**config.mk**
```make
export PLATFORM = sky130hd
export DESIGN_NAME = arm_pc_relative_ref_classifier_flat
export DESIGN_NICKNAME = d
export VERILOG_FILES = /design/src/rtl/arc_pkg.sv /design/src/rtl/arc_ifs.sv /design/src/rtl/arc_front.sv /design/src/rtl/arc_decode.sv /design/src/rtl/arm_pc_relative_ref_classifier.sv /design/src/flat_wrapper.sv
export SDC_FILE = /design/constraint.sdc
export NUM_CORES = 1
export LEC_CHECK = 0
export BUFFER_PORTS_ARGS = -buffer_cell sky130_fd_sc_hd__buf_2
export CORE_ASPECT_RATIO = 1.75
export CORE_MARGIN = 8
export CORE_UTILIZATION = 30
export DETAILED_ROUTE_END_ITERATION = 16
export MAX_ROUTING_LAYER = met4
export PLACE_DENSITY_LB_ADDON = 0.2
export SYNTH_ARGS = -nofsm -noshare
export SYNTH_HDL_FRONTEND = slang
export SYNTH_SLANG_ARGS = --single-unit
```
**constraint.sdc**
```tcl
create_clock -name clk -period 6.95 [get_ports clk]
set_input_delay 1.0425 -clock clk [delete_from_list [all_inputs] [get_ports clk]]
set_output_delay 1.0425 -clock clk [all_outputs]
set_load 0.01 [all_outputs]
```
**src/rtl/arc_pkg.sv**
```systemverilog
`default_nettype none
package arc_pkg;

  localparam int unsigned WORD_W   = 32;
  localparam int unsigned IDX_W    = 16;
  localparam int unsigned CNT_W    = 17;
  localparam int unsigned OFFS_W   = 18;
  localparam int unsigned MAX_WORDS_DEF = 65536;

  // Instruction class fields.
  localparam logic [1:0] OP_DATA_PROC  = 2'b00;
  localparam logic [1:0] OP_LOAD_STORE = 2'b01;
  localparam logic [2:0] OP_LOAD_MULTI = 3'b100;
  localparam logic [3:0] OP_BRANCH_LNK = 4'hB;
  localparam logic [3:0] RN_PC         = 4'hF;

  // PC reads two instructions ahead.
  localparam logic [WORD_W-1:0] PC_AHEAD = 32'd8;

  typedef struct packed {
    logic [WORD_W-1:0] word;
    logic [IDX_W-1:0]  idx;
    logic [CNT_W-1:0]  cnt;
  } arc_stage_t;

  typedef struct packed {
    logic [OFFS_W-1:0]        word_offset;
    logic                     pc_relative;
    logic                     is_call;
    logic                     has_target;
    logic signed [WORD_W-1:0] ref_target;
    logic [CNT_W-1:0]         data_words_seen;
  } arc_result_t;

endpackage
`default_nettype wire

```
**src/rtl/arc_ifs.sv**
```systemverilog
`default_nettype none
interface arc_in_if;
  logic                        valid;
  logic                        ready;
  logic [arc_pkg::WORD_W-1:0]  instruction_word;
  logic                        is_data_word;
  logic                        first_of_listing;

  modport source (output valid, output instruction_word, output is_data_word,
                  output first_of_listing, input ready);
  modport sink   (input valid, input instruction_word, input is_data_word,
                  input first_of_listing, output ready);
endinterface

interface arc_out_if;
  logic                              valid;
  logic                              ready;
  logic [arc_pkg::OFFS_W-1:0]        word_offset;
  logic                              pc_relative;
  logic                              is_call;
  logic                              has_target;
  logic signed [arc_pkg::WORD_W-1:0] ref_target;
  logic [arc_pkg::CNT_W-1:0]         data_words_seen;

  modport source (output valid, output word_offset, output pc_relative, output is_call,
                  output has_target, output ref_target, output data_words_seen,
                  input ready);
  modport sink   (input valid, input word_offset, input pc_relative, input is_call,
                  input has_target, input ref_target, input data_words_seen,
                  output ready);
endinterface

interface arc_cfg_if;
  logic                       valid;
  logic                       ready;
  logic [arc_pkg::WORD_W-1:0] data;

  modport source (output valid, output data, input ready);
  modport sink   (input valid, input data, output ready);
endinterface
`default_nettype wire

```
**src/rtl/arc_front.sv**
```systemverilog
`default_nettype none
module arc_front #(
  parameter int unsigned MAX_WORDS = arc_pkg::MAX_WORDS_DEF
) (
  input  logic                clk,
  input  logic                rst_n,
  arc_in_if.sink              in_bus,
  input  logic                advance,
  output logic                s1_valid,
  output arc_pkg::arc_stage_t s1
);
  import arc_pkg::*;

  logic [IDX_W-1:0] idx_r, idx_nxt, idx_base, idx_inc;
  logic [CNT_W-1:0] cnt_r, cnt_nxt, cnt_base;
  logic             s1_valid_r;
  arc_stage_t       s1_r;
  logic             accept;

  assign in_bus.ready = !s1_valid_r || advance;
  assign accept       = in_bus.valid && in_bus.ready;

  always_comb begin
    idx_base = in_bus.first_of_listing ? '0 : idx_r;
    cnt_base = in_bus.first_of_listing ? '0 : cnt_r;
    cnt_nxt  = cnt_base;
    // The data count sticks at its top value.
    if (in_bus.is_data_word && cnt_base != '1) begin
      cnt_nxt = cnt_base + CNT_W'(1);
    end
    idx_inc = idx_base + IDX_W'(1);
    idx_nxt = (32'(idx_inc) >= MAX_WORDS) ? '0 : idx_inc;
  end

  always_ff @(posedge clk) begin
    if (!rst_n) begin
      idx_r      <= '0;
      cnt_r      <= '0;
      s1_valid_r <= 1'b0;
    end else begin
      if (accept) begin
        idx_r <= idx_nxt;
        cnt_r <= cnt_nxt;
      end
      if (accept) begin
        s1_valid_r <= 1'b1;
      end else if (advance) begin
        s1_valid_r <= 1'b0;
      end
    end
  end

  always_ff @(posedge clk) begin
    if (accept) begin
      s1_r.word <= in_bus.instruction_word;
      s1_r.idx  <= idx_base;
      s1_r.cnt  <= cnt_nxt;
    end
  end

  assign s1_valid = s1_valid_r;
  assign s1       = s1_r;

endmodule
`default_nettype wire

```
**src/rtl/arc_decode.sv**
```systemverilog
`default_nettype none
module arc_decode (
  input  arc_pkg::arc_stage_t         stage,
  input  logic [arc_pkg::WORD_W-1:0]  function_start,
  output arc_pkg::arc_result_t        result
);
  import arc_pkg::*;

  logic [WORD_W-1:0]     w;
  logic [WORD_W-1:0]     pc;
  logic [WORD_W-1:0]     imm12;
  logic [WORD_W-1:0]     imm8;
  logic [2*WORD_W-1:0]   rot_pair;
  logic [WORD_W-1:0]     rot_imm;
  logic [WORD_W-1:0]     br_disp;
  logic [WORD_W-1:0]     target;
  logic [WORD_W+1:0]     call_sum;
  logic                  rn_is_pc;
  logic                  pcrel;
  logic                  has;
  logic                  call;

  always_comb begin
    w        = stage.word;
    pc       = {{(WORD_W-IDX_W-2){1'b0}}, stage.idx, 2'b00} + PC_AHEAD;
    rn_is_pc = (w[19:16] == RN_PC);
    imm12    = {20'd0, w[11:0]};
    imm8     = {24'd0, w[7:0]};
    // Rotating the doubled word right gives a rotate of imm8 by twice the field.
    rot_pair = {imm8, imm8} >> {w[11:8], 1'b0};
    rot_imm  = rot_pair[WORD_W-1:0];
    br_disp  = {{6{w[23]}}, w[23:0], 2'b00};

    pcrel  = 1'b0;
    has    = 1'b0;
    call   = 1'b0;
    target = '0;

    unique case (w[27:26])
      OP_LOAD_STORE: begin
        if (rn_is_pc) begin
          pcrel = 1'b1;
          if (!w[25]) begin
            has    = 1'b1;
            target = w[23] ? (pc + imm12) : (pc - imm12);
          end
        end
      end
      OP_DATA_PROC: begin
        if (rn_is_pc) begin
          pcrel = 1'b1;
          if (w[25]) begin
            has    = 1'b1;
            target = pc + rot_imm;
          end
        end
      end
      default: begin
        if (w[27:25] != OP_LOAD_MULTI && w[27:24] == OP_BRANCH_LNK) begin
          has    = 1'b1;
          target = pc + br_disp;
        end
      end
    endcase

    // Signed target plus unsigned start, compared against zero without wrap.
    call_sum = {{2{target[WORD_W-1]}}, target} + {2'b00, function_start};
    if (has && !pcrel) begin
      call = !call_sum[WORD_W+1] && (call_sum != '0);
    end

    result.word_offset     = {stage.idx, 2'b00};
    result.pc_relative     = pcrel;
    result.is_call         = call;
    result.has_target      = has;
    result.ref_target      = target;
    result.data_words_seen = stage.cnt;
  end

endmodule
`default_nettype wire

```
**src/rtl/arm_pc_relative_ref_classifier.sv**
```systemverilog
`default_nettype none
// Classifies a stream of 32-bit ARM instruction words, one beat per clock unless stalled by
// the result side. Each input beat yields exactly one result beat: the word's byte offset,
// whether it is a load/store or data-processing op based on the PC, the target it references
// (PC taken as offset + 8, wrapping to 32 bits), a call flag for branch-with-link, and the
// running count of data words. It is a two-register pipeline (input stage holding the word
// and counters, result register after the decode); both stages advance together whenever
// the result side takes a beat or is empty. The user must write function_start through the
// cfg channel only while the block is idle; the block does not enforce this. That value only
// affects the call flag. A first_of_listing beat restarts the word index and data count.
module arm_pc_relative_ref_classifier #(
  parameter int unsigned MAX_WORDS = arc_pkg::MAX_WORDS_DEF
) (
  input  logic       clk,
  input  logic       rst_n,
  arc_in_if.sink     in_bus,
  arc_out_if.source  out_bus,
  arc_cfg_if.sink    cfg_bus
);
  import arc_pkg::*;

  logic              s1_valid;
  arc_stage_t        s1;
  arc_result_t       dec;
  arc_result_t       out_r;
  logic              out_valid_r;
  logic              advance;
  logic [WORD_W-1:0] function_start_r;

  assign cfg_bus.ready = 1'b1;

  always_ff @(posedge clk) begin
    if (!rst_n) begin
      function_start_r <= '0;
    end else if (cfg_bus.valid) begin
      function_start_r <= cfg_bus.data;
    end
  end

  // The result register frees up when empty or when its beat is taken.
  assign advance = s1_valid && (!out_valid_r || out_bus.ready);

  arc_front #(
    .MAX_WORDS (MAX_WORDS)
  ) u_front (
    .clk      (clk),
    .rst_n    (rst_n),
    .in_bus   (in_bus),
    .advance  (advance),
    .s1_valid (s1_valid),
    .s1       (s1)
  );

  arc_decode u_decode (
    .stage          (s1),
    .function_start (function_start_r),
    .result         (dec)
  );

  always_ff @(posedge clk) begin
    if (!rst_n) begin
      out_valid_r <= 1'b0;
    end else if (advance) begin
      out_valid_r <= 1'b1;
    end else if (out_bus.ready) begin
      out_valid_r <= 1'b0;
    end
  end

  always_ff @(posedge clk) begin
    if (advance) begin
      out_r <= dec;
    end
  end

  assign out_bus.valid           = out_valid_r;
  assign out_bus.word_offset     = out_r.word_offset;
  assign out_bus.pc_relative     = out_r.pc_relative;
  assign out_bus.is_call         = out_r.is_call;
  assign out_bus.has_target      = out_r.has_target;
  assign out_bus.ref_target      = out_r.ref_target;
  assign out_bus.data_words_seen = out_r.data_words_seen;

endmodule
`default_nettype wire

```
**src/flat_wrapper.sv**
```systemverilog
// flat-port wrapper written by rule: the top's interface ports become plain ports
module arm_pc_relative_ref_classifier_flat import arc_pkg::*;
#(
  parameter int unsigned MAX_WORDS = arc_pkg::MAX_WORDS_DEF
)
  (clk, rst_n, in_bus_valid, in_bus_instruction_word, in_bus_is_data_word, in_bus_first_of_listing, in_bus_ready, out_bus_valid, out_bus_word_offset, out_bus_pc_relative, out_bus_is_call, out_bus_has_target, out_bus_ref_target, out_bus_data_words_seen, out_bus_ready, cfg_bus_valid, cfg_bus_data, cfg_bus_ready);
  arc_in_if in_bus_i ();
  arc_out_if out_bus_i ();
  arc_cfg_if cfg_bus_i ();
  input  logic clk;
  input  logic rst_n;
  input wire logic [$bits(in_bus_i.valid)-1:0] in_bus_valid;
  input wire logic [$bits(in_bus_i.instruction_word)-1:0] in_bus_instruction_word;
  input wire logic [$bits(in_bus_i.is_data_word)-1:0] in_bus_is_data_word;
  input wire logic [$bits(in_bus_i.first_of_listing)-1:0] in_bus_first_of_listing;
  output wire logic [$bits(in_bus_i.ready)-1:0] in_bus_ready;
  output wire logic [$bits(out_bus_i.valid)-1:0] out_bus_valid;
  output wire logic [$bits(out_bus_i.word_offset)-1:0] out_bus_word_offset;
  output wire logic [$bits(out_bus_i.pc_relative)-1:0] out_bus_pc_relative;
  output wire logic [$bits(out_bus_i.is_call)-1:0] out_bus_is_call;
  output wire logic [$bits(out_bus_i.has_target)-1:0] out_bus_has_target;
  output wire logic [$bits(out_bus_i.ref_target)-1:0] out_bus_ref_target;
  output wire logic [$bits(out_bus_i.data_words_seen)-1:0] out_bus_data_words_seen;
  input wire logic [$bits(out_bus_i.ready)-1:0] out_bus_ready;
  input wire logic [$bits(cfg_bus_i.valid)-1:0] cfg_bus_valid;
  input wire logic [$bits(cfg_bus_i.data)-1:0] cfg_bus_data;
  output wire logic [$bits(cfg_bus_i.ready)-1:0] cfg_bus_ready;
  assign in_bus_i.valid = in_bus_valid;
  assign in_bus_i.instruction_word = in_bus_instruction_word;
  assign in_bus_i.is_data_word = in_bus_is_data_word;
  assign in_bus_i.first_of_listing = in_bus_first_of_listing;
  assign in_bus_ready = in_bus_i.ready;
  assign out_bus_valid = out_bus_i.valid;
  assign out_bus_word_offset = out_bus_i.word_offset;
  assign out_bus_pc_relative = out_bus_i.pc_relative;
  assign out_bus_is_call = out_bus_i.is_call;
  assign out_bus_has_target = out_bus_i.has_target;
  assign out_bus_ref_target = out_bus_i.ref_target;
  assign out_bus_data_words_seen = out_bus_i.data_words_seen;
  assign out_bus_i.ready = out_bus_ready;
  assign cfg_bus_i.valid = cfg_bus_valid;
  assign cfg_bus_i.data = cfg_bus_data;
  assign cfg_bus_ready = cfg_bus_i.ready;
  arm_pc_relative_ref_classifier #(.MAX_WORDS(MAX_WORDS)) u_core (.clk(clk), .rst_n(rst_n), .in_bus(in_bus_i), .out_bus(out_bus_i), .cfg_bus(cfg_bus_i));
endmodule
```
==> qor.csv <==
stage,metric,value,unit
die,Die Span X,178,um
logic_synthesis,compound-gate portion of the synthesized area,17.9,%
cts,clk root buf,clkbuf_16,
route,Total Routed Length,49.7,mm
logic_synthesis,"Seq/Total Area, Yosys",37.8,%
logic_synthesis,Mapped Cells,1483,
cts,clk_lat worst skew,0.48,ns
layout,"commonest non-fill, non-tap cell in the layout",buf_4,
setup_path,Setup Crit Path Kind,reg -> reg,
timing,crit share post-route,97.0,%
route,ANT nets after route,0,
logic_synthesis,Synth Area in XOR/XNOR,6.83,%
cts,CTS tree,built,
die,total core area,45700,um2
flow_run,MaxCap Viol Count,0,
layout,fin nets,1977,
cts,CTS Buffer Depth,2,
die,Initial Util,30.2,%
timing,setup TNS,0,ns
power,Max VDD drop,0.144,mV
setup_path,Max stage delay on crit path,0.44,ns
route,number of remaining DRC errors,0,
setup_path,cell mode on critical path,buf_4,
timing,Final Hold Viols,0,
cts,H-tree Lvls,4,
placement,Port Buffers,136,
placement,Final HPWL DP,40.3,mm
cts,clk slew on worst S/H paths,0.08,ns
logic_synthesis,number of enable flip-flop cells after synthesis,129,
power,Lkg Pwr,7.37,nW
timing,clk_skew,0.0132,ns
global_route,largest net degree at the start of global routing,68,
timing,highest clock rate,0.148,GHz
timing,Worst-Margin Slew,1.00,ns
logic_synthesis,largest family of logic cells by synthesized area,simple AND/OR/NAND/NOR gates,
route,Vias,12400,
logic_synthesis,Mapped Avg Cell Area,9.30,um2
logic_synthesis,post-synthesis cell type count,92,
setup_path,CP max-delay cell,a2111oi_2,
layout,layout cells sized above 1,27.7,%
route,Vias/cell,5.15,
logic_synthesis,Synth Flop Type,edfxtp_1,
global_route,antenna violations before repair,1,
timing,Period minus WS final,6.74,ns
timing,final setup fails,0,
global_route,Tot GR Track Use,19.1,%
min_path,HP Class,reg -> reg,
logic_synthesis,Post-Synth Adder-Cell Area,8.92,%
global_route,first-pass GRT wire length,74.1,mm
route,drt first pass iters,4,
placement,gp weighted congestion,0.964,
placement,Placed Instances,2363,
die,num ports,144,
die,DIE AREA,53400,um2
setup_path,Worst EP arrival,6.95,ns
logic_synthesis,post-synthesis cell area,13800,um2
power,Cell Pwr Density,172,nW/um2
global_route,GR Overflow Total,0,
logic_synthesis,Synth Area in Simple Gates,21.1,%
cts,CTS Hold Bufs,0,
logic_synthesis,mux share of post-synthesis cell area,3.92,%
logic_synthesis,"FFs w/ async S/R, synth",0,%
layout,fillers,4619,
layout,"commonest cells after routing, fill and taps aside","buf_4, nand2_1, buf_2, edfxtp_1, nor2_1",
layout,Syn-to-layout area delta,28.6,%
status,run status,finished clean,
cts,CTS Buf Count,17,
route,Iteration-0 DRC Markers,545,
power,Final Power,3.04,mW
die,site row count,104,
die,Die Ht,300,um
setup_path,Worst Path Max Fanout,4,
timing,unrepaired setup endpoints after global routing,yes,
cts,# clock sinks,196,
setup_path,type of origin of the critical path,flip-flop,
route,drt wl/cell,20.7,um
logic_synthesis,Seq cells post-synth,196,
layout,Layout Cells excl Fill,2406,
timing,Worst slew margin,33.1,%
setup_path,Crit. End Element,flip-flop,
global_route,number of global-route vias before repair,13000,
setup_path,Worst Path Required,7.16,ns
timing,fin. max-slew vios,0,
logic_synthesis,warning count from the yosys run,0,
==> state kept, by name (all words and copies together), names as in the netlist <==
| register | count |
|---|---|
| u_core.function_start_r | 32 |
| u_core.out_bus.has_target | 1 |
| u_core.u_front.s1 | 61 |
| u_core.out_bus.ref_target | 32 |
| u_core.u_front.idx_r | 16 |
| u_core.out_bus.data_words_seen | 17 |
| u_core.out_bus.valid | 1 |
| u_core.out_bus.pc_relative | 1 |
| u_core.u_front.cnt_r | 17 |
| u_core.out_bus.is_call | 1 |
| u_core.u_front.s1_valid | 1 |
| u_core.out_bus.word_offset | 16 |
==> logic make-up (layout without fill, tap and decap cells) <==
group | Yosys count | count (layout)
compound gates | 360 | 360
xor+xnor | 105 | 105
fa+ha+maj | 96 | 96
buf+inv | 119 | 457
flops | 196 | 196
mux | 53 | 53
other cells | 2 | 4
simple gates | 552 | 552
==> Yosys cell counts, types with 8 or more instances <==
cell | count | area share (%)
a211oi_1 | 13 | 0.71
a21boi_0 | 16 | 0.87
a21o_1 | 21 | 1.1
a21oi_1 | 88 | 3.2
a22oi_1 | 13 | 0.71
a31oi_1 | 11 | 0.50
and2_1 | 24 | 1.1
and3_1 | 28 | 1.3
buf_2 | 8 | 0.29
clkbuf_1 | 47 | 1.3
dfxtp_1 | 67 | 9.7
edfxtp_1 | 129 | 28
ha_1 | 92 | 8.3
inv_1 | 52 | 1.4
mux2_2 | 8 | 0.65
mux2i_1 | 45 | 3.3
nand2_1 | 138 | 3.8
nand2b_1 | 23 | 1.0
nand3_1 | 56 | 2.0
nand3b_1 | 8 | 0.44
nand4_1 | 12 | 0.54
nor2_1 | 91 | 2.5
nor2b_1 | 84 | 3.8
nor3_1 | 26 | 0.94
nor3b_1 | 14 | 0.76
o211ai_1 | 14 | 0.76
o21a_1 | 18 | 0.98
o21ai_0 | 65 | 2.4
o21bai_1 | 8 | 0.44
o22ai_1 | 15 | 0.68
xnor2_1 | 64 | 4.1
xor2_1 | 39 | 2.5
==> final cells by class <==
| type | count | area (um2) | share of cell area (%) |
|---|---|---|---|
| Multi-Input combinational cell | 1169 | 8520 | 48.0 |
| Sequential cell | 196 | 5220 | 29.4 |
| Timing Repair Buffer | 373 | 2480 | 14.0 |
| Tap cell | 583 | 729 | 4.11 |
| Clock buffer | 17 | 425 | 2.40 |
| Inverter | 53 | 200 | 1.13 |
| Clock inverter | 14 | 159 | 0.896 |
| Antenna cell | 1 | 2.50 | 0.0141 |
==> per-layer routing <==
layer | vias up | wire, um | track usage [%]
met5 | - | 0 | -
met4 | 0 | 3770 | 13.5
met3 | 139 | 1320 | 2.60
met2 | 267 | 28200 | 37.0
met1 | 5912 | 16400 | 16.1
li1 | 6064 | - | -
==> stage by stage <==
stage	utilization (%)	hold WS [ns]	setup slack [ns]	cell area (um2)
2_1_floorplan	-	0.400	0.543	13800
3_3_place_gp	36.4	0.406	-0.725	16600
3_5_place_dp	36.4	0.409	-0.681	16600
4_1_cts	38.0	0.422	0.00961	17400
5_1_grt	38.8	0.435	-0.110	17700
6_report	38.8	0.417	0.207	17700
==> final timing paths <==
check / cells after the start / startpoint / end / slack, ns
max reg2reg: 29 / u_core.u_front.s1[42] / u_core.out_bus.is_call / 0.21
max: 29 / u_core.u_front.s1[42] / u_core.out_bus.is_call / 0.21
min reg2reg: 0 / u_core.u_front.s1[3] / u_core.out_bus.data_words_seen[3] / 0.42
min: 0 / u_core.u_front.s1[3] / u_core.out_bus.data_words_seen[3] / 0.42
==> power by group <==
group          internal, mW  switching (mW)
combinational         0.315           0.393
sequential             1.30          0.0363
clock                 0.480           0.519
total                  2.09           0.948
==> worst max-delay path: cells and delay by family, from the launching register on <==
kind | cells | cell delay (ns)
simple gates | 5 | 1.17
fa+ha+maj | 2 | 0.52
flops | 1 | 0.40
buf+inv | 7 | 1.05
compound gates | 14 | 2.95
mux | 1 | 0.40
==> timing repair <==
item,CTS,global route
buffers inserted,5,7
gates resized for setup,25,60
setup endpoints to repair,1,1
pin swaps,9,30
No activity file was read; power rests on OpenSTA's default activity.
